--- src/rtl/ahp_pkg.sv ---
// types, codes and record builders for the link frame header decoder
// no dependencies
`default_nettype none
package ahp_pkg;

  // record kinds
  localparam logic [2:0] KIND_DEST    = 3'd0;
  localparam logic [2:0] KIND_SRC     = 3'd1;
  localparam logic [2:0] KIND_RPT     = 3'd2;
  localparam logic [2:0] KIND_COMP    = 3'd3;
  localparam logic [2:0] KIND_SUMMARY = 3'd4;
  localparam logic [2:0] KIND_BAD     = 3'd5;

  // command/response codes
  localparam logic [1:0] CR_UNKNOWN  = 2'd0;
  localparam logic [1:0] CR_COMMAND  = 2'd1;
  localparam logic [1:0] CR_RESPONSE = 2'd2;

  // control and pid codes
  localparam logic [7:0] CT_I     = 8'h00;
  localparam logic [7:0] CT_UI    = 8'h03;
  localparam logic [7:0] CT_FRMR  = 8'h87;
  localparam logic [7:0] CT_SABM  = 8'h2F;
  localparam logic [7:0] CT_UA    = 8'h63;
  localparam logic [7:0] PID_SEG  = 8'h08;
  localparam logic [8:0] PAY_MAX  = 9'd511;

  typedef enum logic [3:0] {
    PH_ADDR, PH_RPT, PH_CTL1, PH_CTL2, PH_PID, PH_SEG, PH_PID2, PH_PAY, PH_SKIP
  } phase_e;

  // decoded control field and frame flags
  typedef struct packed {
    logic [7:0] ctype;
    logic [6:0] ns;
    logic [6:0] nr;
    logic       pf;
    logic       valid;
    logic       pidp;
    logic       seg;
    logic       first;
  } ctl_t;

  // one result word
  typedef struct packed {
    logic [2:0]  kind;
    logic [41:0] callsign;
    logic [3:0]  ssid;
    logic [7:0]  flags;
    logic [7:0]  ctype;
    logic [6:0]  ns;
    logic [6:0]  nr;
    logic [1:0]  cr;
    logic [7:0]  pid;
    logic [23:0] extra;
    logic [8:0]  plen;
    logic        last;
  } rec_t;

  // words pushed by the decoder for one byte
  typedef struct packed {
    logic [1:0] count;
    rec_t       r0;
    rec_t       r1;
  } push_t;

  function automatic logic char_ok(input logic [6:0] c);
    return (c == 7'h20) || (c >= 7'h30 && c <= 7'h39) ||
           (c >= 7'h41 && c <= 7'h5A) || (c >= 7'h61 && c <= 7'h7A);
  endfunction

  // plain address record from the seven address bytes
  function automatic rec_t addr_rec(input logic [55:0] sh, input logic [2:0] kind,
                                    input logic ext, input logic dama,
                                    input logic [1:0] cr);
    rec_t r;
    logic ok;
    r = '0;
    ok = 1'b1;
    for (int k = 0; k < 6; k++) begin
      r.callsign[41 - 7*k -: 7] = sh[55 - 8*k -: 7];
      if (!char_ok(sh[55 - 8*k -: 7])) ok = 1'b0;
    end
    r.kind = kind;
    r.ssid = sh[4:1];
    r.flags[0] = ok;
    if (kind == KIND_RPT) r.flags[1] = sh[7];
    if (kind == KIND_SRC) begin
      r.flags[3] = ext;
      r.flags[4] = dama;
      r.cr = cr;
    end
    return r;
  endfunction

  // compressed header record
  function automatic rec_t comp_rec(input logic [55:0] sh, input logic [1:0] cr);
    rec_t r;
    r = '0;
    for (int i = 0; i < 6; i++)
      r.callsign[41 - 7*i -: 7] = {1'b0, sh[39 - 6*i -: 6]} + 7'h20;
    r.kind = KIND_COMP;
    r.ssid = sh[3:0];
    r.flags[0] = 1'b1;
    r.cr = cr;
    r.extra = {10'd0, sh[55:48], sh[47:42]};
    return r;
  endfunction

  function automatic rec_t bad_rec();
    rec_t r;
    r = '0;
    r.kind = KIND_BAD;
    return r;
  endfunction

  // frame summary record
  function automatic rec_t sum_rec(input ctl_t c, input logic ext, input logic dama,
                                   input logic [1:0] cr, input logic [7:0] pid,
                                   input logic [23:0] extra, input logic [8:0] pay);
    rec_t r;
    r = '0;
    r.kind = KIND_SUMMARY;
    r.flags = {c.first, c.seg, c.pidp, dama, ext, c.pf, 1'b0, c.valid};
    r.ctype = c.ctype;
    r.ns = c.ns;
    r.nr = c.nr;
    r.cr = cr;
    r.pid = pid;
    if (c.seg) r.extra = extra;
    else if (c.ctype == CT_FRMR && pay >= 9'd3) r.extra = extra;
    else if ((c.ctype == CT_SABM || c.ctype == CT_UA) && pay >= 9'd2)
      r.extra = (pay == 9'd2) ? extra : {8'd0, extra[23:8]};
    r.plen = pay;
    return r;
  endfunction

endpackage
`default_nettype wire

--- src/rtl/ahp_in_if.sv ---
// byte channel into the header decoder
// depends on nothing
`default_nettype none
interface ahp_in_if;
  logic       valid;
  logic       ready;
  logic [7:0] frame_byte;
  logic       frame_end;
  modport source (output valid, frame_byte, frame_end, input ready);
  modport sink (input valid, frame_byte, frame_end, output ready);
endinterface
`default_nettype wire

--- src/rtl/ahp_out_if.sv ---
// record channel out of the header decoder
// depends on nothing
`default_nettype none
interface ahp_out_if;
  logic        valid;
  logic        ready;
  logic [2:0]  record_kind;
  logic [41:0] callsign;
  logic [3:0]  ssid;
  logic [7:0]  flag_bits;
  logic [7:0]  control_type;
  logic [6:0]  seq_send;
  logic [6:0]  seq_recv;
  logic [1:0]  command_response;
  logic [7:0]  protocol_id;
  logic [23:0] extra_word;
  logic [8:0]  payload_length;
  logic        last_of_run;
  modport source (output valid, record_kind, callsign, ssid, flag_bits, control_type,
                  seq_send, seq_recv, command_response, protocol_id, extra_word,
                  payload_length, last_of_run, input ready);
  modport sink (input valid, record_kind, callsign, ssid, flag_bits, control_type,
                seq_send, seq_recv, command_response, protocol_id, extra_word,
                payload_length, last_of_run, output ready);
endinterface
`default_nettype wire

--- src/rtl/ahp_decode.sv ---
// per-byte header decode state and record generation
// depends on ahp_pkg
`default_nettype none
module ahp_decode import ahp_pkg::*; #(
  parameter int MAX_FRAME_BYTES = 512,
  parameter int MAX_REPEATERS   = 8
) (
  input  wire logic       clk_i,
  input  wire logic       rst_ni,
  input  wire logic       accept_i,
  input  wire logic [7:0] byte_i,
  input  wire logic       end_i,
  output push_t           push_o
);

  localparam int PW = $clog2(MAX_FRAME_BYTES + 1);
  localparam int RW = $clog2(MAX_REPEATERS + 1);
  localparam int CW = (PW > 7) ? PW : 7;

  logic [PW-1:0] pos_q, pos_d;
  phase_e        phase_q, phase_d;
  logic [55:0]   shift_q, shift_d;
  logic          comp_q, comp_d, ext_q, ext_d, dama_q, dama_d;
  logic [1:0]    cr_q, cr_d;
  logic [RW-1:0] rc_q, rc_d;
  ctl_t          ctl_q, ctl_d;
  logic [7:0]    pid_q, pid_d;
  logic [23:0]   extra_q, extra_d;
  logic [8:0]    pay_q, pay_d;
  push_t         push;

  // next state and records for the byte at the input
  always_comb begin
    rec_t       ra, rb, rf;
    logic       va, vb, vf;
    logic       dc, sc;
    logic [CW-1:0] rpt_end;
    pos_d = pos_q; phase_d = phase_q; shift_d = shift_q; comp_d = comp_q;
    ext_d = ext_q; dama_d = dama_q; cr_d = cr_q; rc_d = rc_q; ctl_d = ctl_q;
    pid_d = pid_q; extra_d = extra_q; pay_d = pay_q;
    ra = '0; rb = '0; rf = '0; va = 1'b0; vb = 1'b0; vf = 1'b0;
    dc = 1'b0; sc = 1'b0;
    rpt_end = CW'(20) + CW'(7) * CW'(rc_q);
    push = '0;

    if (pos_q < PW'(MAX_FRAME_BYTES)) begin
      pos_d = pos_q + PW'(1);
      unique case (phase_q)
        PH_ADDR: begin
          shift_d = {shift_q[47:0], byte_i};
          if (pos_q == PW'(1) && byte_i[0]) comp_d = 1'b1;
          if (comp_d) begin
            if (pos_q == PW'(6)) begin
              cr_d = shift_d[41] ? CR_COMMAND : CR_RESPONSE;
              ra = comp_rec(shift_d, cr_d);
              va = 1'b1;
              phase_d = PH_CTL1;
            end
          end else if (pos_q == PW'(6)) begin
            ra = addr_rec(shift_d, KIND_DEST, ext_q, dama_q, cr_q);
            va = 1'b1;
            cr_d = {1'b0, byte_i[7]};
          end else if (pos_q == PW'(13)) begin
            dc = cr_q[0];
            sc = byte_i[7];
            ext_d = ~byte_i[6];
            dama_d = ~byte_i[5];
            cr_d = (dc && !sc) ? CR_COMMAND : ((sc && !dc) ? CR_RESPONSE : CR_UNKNOWN);
            ra = addr_rec(shift_d, KIND_SRC, ext_d, dama_d, cr_d);
            va = 1'b1;
            phase_d = byte_i[0] ? PH_CTL1 : PH_RPT;
          end
        end
        PH_RPT: begin
          shift_d = {shift_q[47:0], byte_i};
          if (CW'(pos_q) == rpt_end) begin
            ra = addr_rec(shift_d, KIND_RPT, ext_q, dama_q, cr_q);
            va = 1'b1;
            rc_d = rc_q + RW'(1);
            if (byte_i[0]) phase_d = PH_CTL1;
            else if (rc_d >= RW'(MAX_REPEATERS)) begin
              rb = bad_rec();
              vb = 1'b1;
              phase_d = PH_SKIP;
            end
          end
        end
        PH_CTL1: begin
          ctl_d = '0;
          if (!byte_i[0]) begin
            if (ext_q) begin
              ctl_d.ns = byte_i[7:1];
              phase_d = PH_CTL2;
            end else begin
              ctl_d.ns = {4'd0, byte_i[3:1]};
              ctl_d.nr = {4'd0, byte_i[7:5]};
              ctl_d.pf = byte_i[4];
            end
          end else if (byte_i[1]) begin
            ctl_d.ctype = byte_i & 8'hEF;
            ctl_d.pf = byte_i[4];
          end else if (ext_q) begin
            ctl_d.ctype = byte_i;
            phase_d = PH_CTL2;
          end else begin
            ctl_d.ctype = {4'd0, byte_i[3:0]};
            ctl_d.nr = {4'd0, byte_i[7:5]};
            ctl_d.pf = byte_i[4];
          end
        end
        PH_CTL2: begin
          ctl_d.nr = ctl_q.nr | byte_i[7:1];
          ctl_d.pf = ctl_q.pf | byte_i[0];
        end
        PH_PID: begin
          pid_d = byte_i;
          ctl_d.pidp = 1'b1;
          phase_d = (byte_i == PID_SEG) ? PH_SEG : PH_PAY;
        end
        PH_SEG: begin
          ctl_d.seg = 1'b1;
          extra_d = {17'd0, byte_i[6:0]};
          if (byte_i[7]) begin
            ctl_d.first = 1'b1;
            phase_d = PH_PID2;
          end else begin
            phase_d = PH_PAY;
          end
        end
        PH_PID2: begin
          pid_d = byte_i;
          phase_d = PH_PAY;
        end
        PH_PAY: begin
          if (pay_q < 9'd3 && (ctl_q.ctype == CT_FRMR || ctl_q.ctype == CT_SABM ||
                               ctl_q.ctype == CT_UA))
            extra_d = {extra_q[15:0], byte_i};
          if (pay_q < PAY_MAX) pay_d = pay_q + 9'd1;
        end
        default: ;
      endcase
      // control field complete: pick the next phase
      if ((phase_q == PH_CTL1 && phase_d == PH_CTL1) || phase_q == PH_CTL2) begin
        ctl_d.valid = 1'b1;
        phase_d = (ctl_d.ctype == CT_I || ctl_d.ctype == CT_UI) ? PH_PID : PH_PAY;
      end
    end

    // end of frame record
    if (end_i) begin
      unique case (phase_d)
        PH_CTL1: begin
          vf = 1'b1;
          if (comp_d || rc_d == '0) rf = bad_rec();
          else rf = sum_rec(ctl_d, ext_d, dama_d, cr_d, pid_d, extra_d, pay_d);
        end
        PH_PID, PH_PAY: begin
          vf = 1'b1;
          rf = sum_rec(ctl_d, ext_d, dama_d, cr_d, pid_d, extra_d, pay_d);
        end
        PH_SKIP: vf = 1'b0;
        default: begin
          vf = 1'b1;
          rf = bad_rec();
        end
      endcase
    end

    // pack up to two words in order
    if (va) begin
      push.r0 = ra;
      if (vb) begin
        push.r1 = rb;
        push.count = 2'd2;
      end else if (vf) begin
        push.r1 = rf;
        push.count = 2'd2;
      end else begin
        push.count = 2'd1;
      end
    end else if (vf) begin
      push.r0 = rf;
      push.count = 2'd1;
    end
    if (push.count == 2'd2) push.r1.last = 1'b1;
    else if (push.count == 2'd1) push.r0.last = 1'b1;
    if (!accept_i) push.count = 2'd0;
  end

  assign push_o = push;

  // decode state, cleared after each frame end
  always_ff @(posedge clk_i or negedge rst_ni) begin
    if (!rst_ni) begin
      pos_q <= '0; phase_q <= PH_ADDR; shift_q <= '0; comp_q <= 1'b0;
      ext_q <= 1'b0; dama_q <= 1'b0; cr_q <= CR_UNKNOWN; rc_q <= '0;
      ctl_q <= '0; pid_q <= '0; extra_q <= '0; pay_q <= '0;
    end else if (accept_i) begin
      if (end_i) begin
        pos_q <= '0; phase_q <= PH_ADDR; shift_q <= '0; comp_q <= 1'b0;
        ext_q <= 1'b0; dama_q <= 1'b0; cr_q <= CR_UNKNOWN; rc_q <= '0;
        ctl_q <= '0; pid_q <= '0; extra_q <= '0; pay_q <= '0;
      end else begin
        pos_q <= pos_d; phase_q <= phase_d; shift_q <= shift_d; comp_q <= comp_d;
        ext_q <= ext_d; dama_q <= dama_d; cr_q <= cr_d; rc_q <= rc_d;
        ctl_q <= ctl_d; pid_q <= pid_d; extra_q <= extra_d; pay_q <= pay_d;
      end
    end
  end

endmodule
`default_nettype wire

--- src/rtl/ahp_rec_queue.sv ---
// three-entry result word queue between decoder and output channel
// depends on ahp_pkg
`default_nettype none
module ahp_rec_queue import ahp_pkg::*; (
  input  wire logic  clk_i,
  input  wire logic  rst_ni,
  input  wire push_t push_i,
  input  wire logic  pop_i,
  output logic       room_o,
  output logic       valid_o,
  output rec_t       head_o
);

  rec_t       q_q [3];
  rec_t       q_d [3];
  logic [1:0] cnt_q, cnt_d;

  // room for two words after this cycle's pop
  assign room_o  = (cnt_q <= 2'd1) || (cnt_q == 2'd2 && pop_i);
  assign valid_o = (cnt_q != 2'd0);
  assign head_o  = q_q[0];

  // shift on pop, append pushed words
  always_comb begin
    logic [1:0] base;
    base = pop_i ? cnt_q - 2'd1 : cnt_q;
    q_d[0] = pop_i ? q_q[1] : q_q[0];
    q_d[1] = pop_i ? q_q[2] : q_q[1];
    q_d[2] = q_q[2];
    if (push_i.count != 2'd0 && base != 2'd3) q_d[base] = push_i.r0;
    if (push_i.count == 2'd2 && base <= 2'd1) q_d[base + 2'd1] = push_i.r1;
    cnt_d = base + push_i.count;
  end

  always_ff @(posedge clk_i or negedge rst_ni) begin
    if (!rst_ni) begin
      cnt_q <= '0;
    end else begin
      cnt_q <= cnt_d;
    end
  end

  always_ff @(posedge clk_i) begin
    q_q <= q_d;
  end

endmodule
`default_nettype wire

--- src/rtl/ax25_header_parser.sv ---
// link frame header decoder, top level
// depends on ahp_pkg, ahp_in_if, ahp_out_if, ahp_decode, ahp_rec_queue
//
//   channel  dir  word
//   in_i     in   one frame byte with end marker
//   out_o    out  one decoded header record
//
// one byte is taken per cycle while the queue has room; the decode state updates
// at the byte's edge, and its records are written into the queue at that edge
// a byte that gives two records puts two words into the queue; the
// three-entry queue accepts a byte while at most one word remains after
// this cycle's pop, so in_i.ready follows out_o.ready within the cycle
// reset clears the decode state and empties the queue
`default_nettype none
module ax25_header_parser import ahp_pkg::*; #(
  parameter int MAX_FRAME_BYTES = 512,
  parameter int MAX_REPEATERS   = 8
) (
  input  wire logic clk_i,
  input  wire logic rst_ni,
  ahp_in_if.sink    in_i,
  ahp_out_if.source out_o
);

  logic  accept, pop, room, head_valid;
  push_t push;
  rec_t  head;

  assign accept = in_i.valid & in_i.ready;
  assign pop    = out_o.valid & out_o.ready;
  assign in_i.ready = room;

  ahp_decode #(
    .MAX_FRAME_BYTES(MAX_FRAME_BYTES),
    .MAX_REPEATERS  (MAX_REPEATERS)
  ) u_decode (
    .clk_i   (clk_i),
    .rst_ni  (rst_ni),
    .accept_i(accept),
    .byte_i  (in_i.frame_byte),
    .end_i   (in_i.frame_end),
    .push_o  (push)
  );

  ahp_rec_queue u_queue (
    .clk_i  (clk_i),
    .rst_ni (rst_ni),
    .push_i (push),
    .pop_i  (pop),
    .room_o (room),
    .valid_o(head_valid),
    .head_o (head)
  );

  // output word fields
  assign out_o.valid            = head_valid;
  assign out_o.record_kind      = head.kind;
  assign out_o.callsign         = head.callsign;
  assign out_o.ssid             = head.ssid;
  assign out_o.flag_bits        = head.flags;
  assign out_o.control_type     = head.ctype;
  assign out_o.seq_send         = head.ns;
  assign out_o.seq_recv         = head.nr;
  assign out_o.command_response = head.cr;
  assign out_o.protocol_id      = head.pid;
  assign out_o.extra_word       = head.extra;
  assign out_o.payload_length   = head.plen;
  assign out_o.last_of_run      = head.last;

endmodule
`default_nettype wire

--- src/flat_wrapper.sv ---
// flat-port wrapper written by rule: the top's interface ports become plain ports
module ax25_header_parser_flat import ahp_pkg::*;
#(
  parameter int MAX_FRAME_BYTES = 512,
  parameter int MAX_REPEATERS   = 8
)
  (clk_i, rst_ni, in_i_valid, in_i_frame_byte, in_i_frame_end, in_i_ready, out_o_valid, out_o_record_kind, out_o_callsign, out_o_ssid, out_o_flag_bits, out_o_control_type, out_o_seq_send, out_o_seq_recv, out_o_command_response, out_o_protocol_id, out_o_extra_word, out_o_payload_length, out_o_last_of_run, out_o_ready);
  ahp_in_if in_i_i ();
  ahp_out_if out_o_i ();
  input  wire logic clk_i;
  input  wire logic rst_ni;
  input wire logic [$bits(in_i_i.valid)-1:0] in_i_valid;
  input wire logic [$bits(in_i_i.frame_byte)-1:0] in_i_frame_byte;
  input wire logic [$bits(in_i_i.frame_end)-1:0] in_i_frame_end;
  output wire logic [$bits(in_i_i.ready)-1:0] in_i_ready;
  output wire logic [$bits(out_o_i.valid)-1:0] out_o_valid;
  output wire logic [$bits(out_o_i.record_kind)-1:0] out_o_record_kind;
  output wire logic [$bits(out_o_i.callsign)-1:0] out_o_callsign;
  output wire logic [$bits(out_o_i.ssid)-1:0] out_o_ssid;
  output wire logic [$bits(out_o_i.flag_bits)-1:0] out_o_flag_bits;
  output wire logic [$bits(out_o_i.control_type)-1:0] out_o_control_type;
  output wire logic [$bits(out_o_i.seq_send)-1:0] out_o_seq_send;
  output wire logic [$bits(out_o_i.seq_recv)-1:0] out_o_seq_recv;
  output wire logic [$bits(out_o_i.command_response)-1:0] out_o_command_response;
  output wire logic [$bits(out_o_i.protocol_id)-1:0] out_o_protocol_id;
  output wire logic [$bits(out_o_i.extra_word)-1:0] out_o_extra_word;
  output wire logic [$bits(out_o_i.payload_length)-1:0] out_o_payload_length;
  output wire logic [$bits(out_o_i.last_of_run)-1:0] out_o_last_of_run;
  input wire logic [$bits(out_o_i.ready)-1:0] out_o_ready;
  assign in_i_i.valid = in_i_valid;
  assign in_i_i.frame_byte = in_i_frame_byte;
  assign in_i_i.frame_end = in_i_frame_end;
  assign in_i_ready = in_i_i.ready;
  assign out_o_valid = out_o_i.valid;
  assign out_o_record_kind = out_o_i.record_kind;
  assign out_o_callsign = out_o_i.callsign;
  assign out_o_ssid = out_o_i.ssid;
  assign out_o_flag_bits = out_o_i.flag_bits;
  assign out_o_control_type = out_o_i.control_type;
  assign out_o_seq_send = out_o_i.seq_send;
  assign out_o_seq_recv = out_o_i.seq_recv;
  assign out_o_command_response = out_o_i.command_response;
  assign out_o_protocol_id = out_o_i.protocol_id;
  assign out_o_extra_word = out_o_i.extra_word;
  assign out_o_payload_length = out_o_i.payload_length;
  assign out_o_last_of_run = out_o_i.last_of_run;
  assign out_o_i.ready = out_o_ready;
  ax25_header_parser #(.MAX_FRAME_BYTES(MAX_FRAME_BYTES), .MAX_REPEATERS(MAX_REPEATERS)) u_core (.clk_i(clk_i), .rst_ni(rst_ni), .in_i(in_i_i), .out_o(out_o_i));
endmodule
--- config.mk ---
export PLATFORM = sky130hd
export DESIGN_NAME = ax25_header_parser_flat
export DESIGN_NICKNAME = d
export VERILOG_FILES = /design/src/rtl/ahp_pkg.sv /design/src/rtl/ahp_in_if.sv /design/src/rtl/ahp_out_if.sv /design/src/rtl/ahp_decode.sv /design/src/rtl/ahp_rec_queue.sv /design/src/rtl/ax25_header_parser.sv /design/src/flat_wrapper.sv
export SDC_FILE = /design/constraint.sdc
export NUM_CORES = 1
export LEC_CHECK = 0
export BUFFER_PORTS_ARGS = -buffer_cell sky130_fd_sc_hd__buf_2
export CAP_MARGIN = 20
export CORE_MARGIN = 1.5
export CORE_UTILIZATION = 55
export CTS_CLUSTER_DIAMETER = 60
export DETAILED_ROUTE_END_ITERATION = 12
export PLACE_DENSITY = 0.75
export RECOVER_POWER = 25
export SLEW_MARGIN = 10
export SYNTH_ARGS = -nofsm -noshare
export SYNTH_HDL_FRONTEND = slang
export SYNTH_SLANG_ARGS = --single-unit
--- constraint.sdc ---
create_clock -name clk_i -period 5.1 [get_ports clk_i]
set_input_delay 1.02 -clock clk_i [delete_from_list [all_inputs] [get_ports clk_i]]
set_output_delay 1.02 -clock clk_i [all_outputs]
set_load 0.1 [all_outputs]
==> results.ini <==
[sta]
fmax_ghz=0.204
post-route-period-util=0.960
maxSlewHeadroom=-1.82
skew_ps=16.4
finalMaxSlewViolations=75
tightestPinTransition_ps=4230
finalSetupViolCount=0
holdWs_ps=457
hold_violations=0
finalCriticalPeriod_ps=4890

[die]
die_w_um=217
row_count=78
dieArea_um2=47100
coreArea_um2=45300
start_util=0.556
pin_count=138
die_height_um=217

[global_routing]
grt_pass1_wl_mm=120
grt_usage=0.317
antenna_found_initial=0
grt_pass1_vias=21900
overflow=0
grt_max_degree=169

[finish]
syn_to_final_growth_pct=9.84
antenna_cells=0
drive_gt1_frac=0.111
fin_nets=3021

[clock_network]
cts_tree=done
cts_buffers=55
htreeDepth=2
clockRootBuffer=clkbuf_16
clock_insertion_delay_worst_skew_ps=610
cts_sinks=510
clockBufferDepth=3
cts_hold_buf=0
clkSlewWorstSetupHoldPaths_ps=70

[setup_path]
critPathRequiredTime_ps=5590
crit_path_end_kind=flip-flop
crit_path_max_fanout=7
max_stage_delay_ps=500
reg2reg_slack_ps=210
worstPathCellList=inv_1 -> ha_1 -> ha_1 -> or2_2 -> ha_1 -> inv_1 -> fa_1 -> xnor2_1 -> nor4_4 -> and3_1 -> o211ai_1 -> mux2i_1 -> nor4_4 -> buf_4 -> o21a_2 -> buf_4 -> a21oi_1 -> a211oi_1 -> a31o_2
crit_top_cell=ha_1
cp-start-kind=flip-flop
arrival_ps=5390
worst-r2r-cell-count=19
r2r-end=u_core.u_queue.q_q[192]
crit_slowest_cell=dfrtp_1
r2r_start=u_core.u_decode.rc_q[1]
path_class=reg2reg
crit_path_start=u_core.u_decode.rc_q[1]

[power_and_ir_drop]
swShare=0.412
clkPwrFrac=0.304
power.density_nw_per_um2=520
p_sw_w=0.00593
finalPower_w=0.0144
p_comb_frac=0.346
ir_drop_mv=0.692
leakage_nw=11.0
intPower_w=0.00846
pwr-share-seq=0.350

[detailed_routing]
routed_wirelength_mm=76.3
routedWlPerCell_um=21.0
vias_per_cell=6.25
drc=0
drtIter0Drc=2559
dr_total_vias=22700
ant_nets=0
drt-pass1-iter-count=7

[yosys]
syn_inst=3068
avgSynthCellArea_um2=8.21
synthArstFlopShare=0.276
synth.area.top_cells=dfxtp_1 29%, dfrtp_1 14%, nand2_1 8.9%
synthDistinctLibCells=77
synth_top_area_frac=0.293
syn_area_um2=25200
ys.flop_type=dfxtp_1
synth_nets=3105
synth_largest_area_cell=dfxtp_1
synth_edf_count=0
seq_area_frac_synth=0.433
ys_warn_count=0
ys_ff_latch=510

[placement]
hpwl_mm=49.6
place.gp.congestion=0.926
port_buffers=137

[worst_hold_path]
hp-class=reg2reg
min_from=u_core.u_queue.q_q[4]
min_delay_worst_endpoint=u_core.u_queue.q_q[4]
holdPathStages=2

[status]
violations=capacitance limit, slew limit
status=finished, violations left

[run]
drv_cap=1

worst max path at each step:
stage | cells after the start | end
global placement | 17 | u_core.u_queue.q_q[6]
floorplan | 17 | u_core.u_queue.q_q[149]
CTS | 18 | u_core.u_queue.q_q[71]
detailed placement | 18 | u_core.u_queue.q_q[45]
global route | 17 | u_core.u_queue.q_q[166]
finish | 19 | u_core.u_queue.q_q[192]
per-layer routing:
layer,up-vias,global-route usage,part of all wire
met5,-,0,0
met4,0,0.134,0.038
met3,196,0.0588,0.090
met2,1108,0.494,0.45
met1,10900,0.433,0.42
li1,10500,-,-
area by class of cell:
class	instances	area, um2
multi-input cells	2152	12400
flip-flops and latches	510	10900
fillers	3847	17600
clock buffers	78	1650
inverters	40	150
repair buffers	225	1460
well taps	600	751
clock inverters	24	357
logic make-up (layout without fill, tap and decap cells):
logic type               count (synthesis)  in the layout  share of synthesized area
AND/OR/NAND/NOR                       1063           1063                      0.183
AO/OA/AOI/OAI                          902            902                      0.225
flip-flops                             510            510                      0.433
buffers and inverters                  406            367                     0.0813
multiplexers                           142            142                     0.0573
adder cells (fa/ha/maj)                 24             24                     0.0128
XOR/XNOR                                21             21                    0.00730
synth_stat cells, types with 6 or more instances:
cell type	count
o31ai_1	14
buf_4	124
o22ai_1	78
a31oi_1	50
o32ai_1	9
xnor2_1	10
a211oi_1	8
nor2_1	243
inv_1	39
nand4_1	13
a21o_1	10
nor3b_1	7
nand2b_1	6
nand3_1	34
o211ai_1	12
a21oi_1	216
xor2_1	11
and3_1	43
dfxtp_1	369
buf_1	12
ha_1	21
o22ai_2	7
nor2b_1	9
a211o_1	7
and3b_1	6
dfrtp_1	141
buf_2	40
nor3_1	32
nand2_1	594
and2_1	12
or3_1	7
mux2i_1	125
a22o_1	65
nor4_1	8
or4_1	30
o21a_1	60
o21ai_0	242
o21ai_1	14
clkbuf_1	189
mux2_2	17
a22oi_1	68
flip-flops by register name (all words and copies together) (netlist names):
register / flops
u_core.u_decode.shift_q: 48
u_core.u_decode.cr_q: 2
u_core.u_decode.ctl_q: 27
u_core.u_decode.phase_q: 4
u_core.u_decode.pid_q: 8
u_core.u_decode.rc_q: 4
u_core.u_decode.ext_q: 1
u_core.u_queue.q_q: 246
u_core.u_queue.cnt_q: 2
u_core.u_decode.comp_q: 1
u_core.u_decode.pay_q: 9
u_core.u_queue.head_o: 123
u_core.u_decode.dama_q: 1
u_core.u_decode.extra_q: 24
u_core.u_decode.pos_q: 10
metrics by stage:
step                      instance area (um2)  TNS [ps]  setup WS (ps)  utilization  std cells
after floorplan                         25200         0            544            -       3068
after global placement                  25700         0            186        0.567       3525
after detailed placement                25700         0           47.5        0.567       3525
after CTS                               27700         0           10.2        0.611       3627
after global routing                    27700     -69.1          -28.0        0.611       3629
final                                   27700         0            206        0.611       3629
power groups by stage:
stage / registers (W) / clock network [W] / logic [W]
detailed placement: 0.00508 / 0 / 0.00484
floorplan: 0.00488 / 0 / 0.00395
global route: 0.00509 / 0.00459 / 0.00528
CTS: 0.00501 / 0.00443 / 0.00487
global placement: 0.00506 / 0 / 0.00475
finish: 0.00504 / 0.00438 / 0.00497
worst max-delay path, delay by kind of cell (launching register included):
kind | cells | cell delay, ps
compound gates | 5 | 1160
simple gates | 4 | 1020
fa+ha+maj | 4 | 970
buf+inv | 4 | 590
flops | 1 | 500
mux | 1 | 370
xor+xnor | 1 | 170
layout by cell type (no fill, tap or decap), drive strengths merged, types with 7 or more instances in the layout:
master / n
or3: 7
o211ai: 12
nor3b: 7
o32ai: 9
inv: 46
clkinv: 9
xnor2: 10
a31oi: 50
nor3: 34
or4: 30
o21ai: 257
a211o: 7
a21oi: 216
dfxtp: 369
nor2b: 9
a22oi: 68
buf: 171
nand4: 13
ha: 21
and3: 43
clkbuf: 132
mux2: 17
and2: 12
dfrtp: 141
xor2: 11
bufinv: 8
nand3: 34
o22ai: 85
nor2: 243
o31ai: 14
o21a: 61
nand2: 594
mux2i: 125
a21o: 10
nor4: 12
a211oi: 10
a22o: 65
repair_timing:
item,4_1_cts,5_1_grt
gates resized for setup,0,12
setup buffers,0,2
setup endpoints to repair,0,226
endpoints found under the hold margin,0,0
Note: power is estimated with default switching activity, not from simulation.
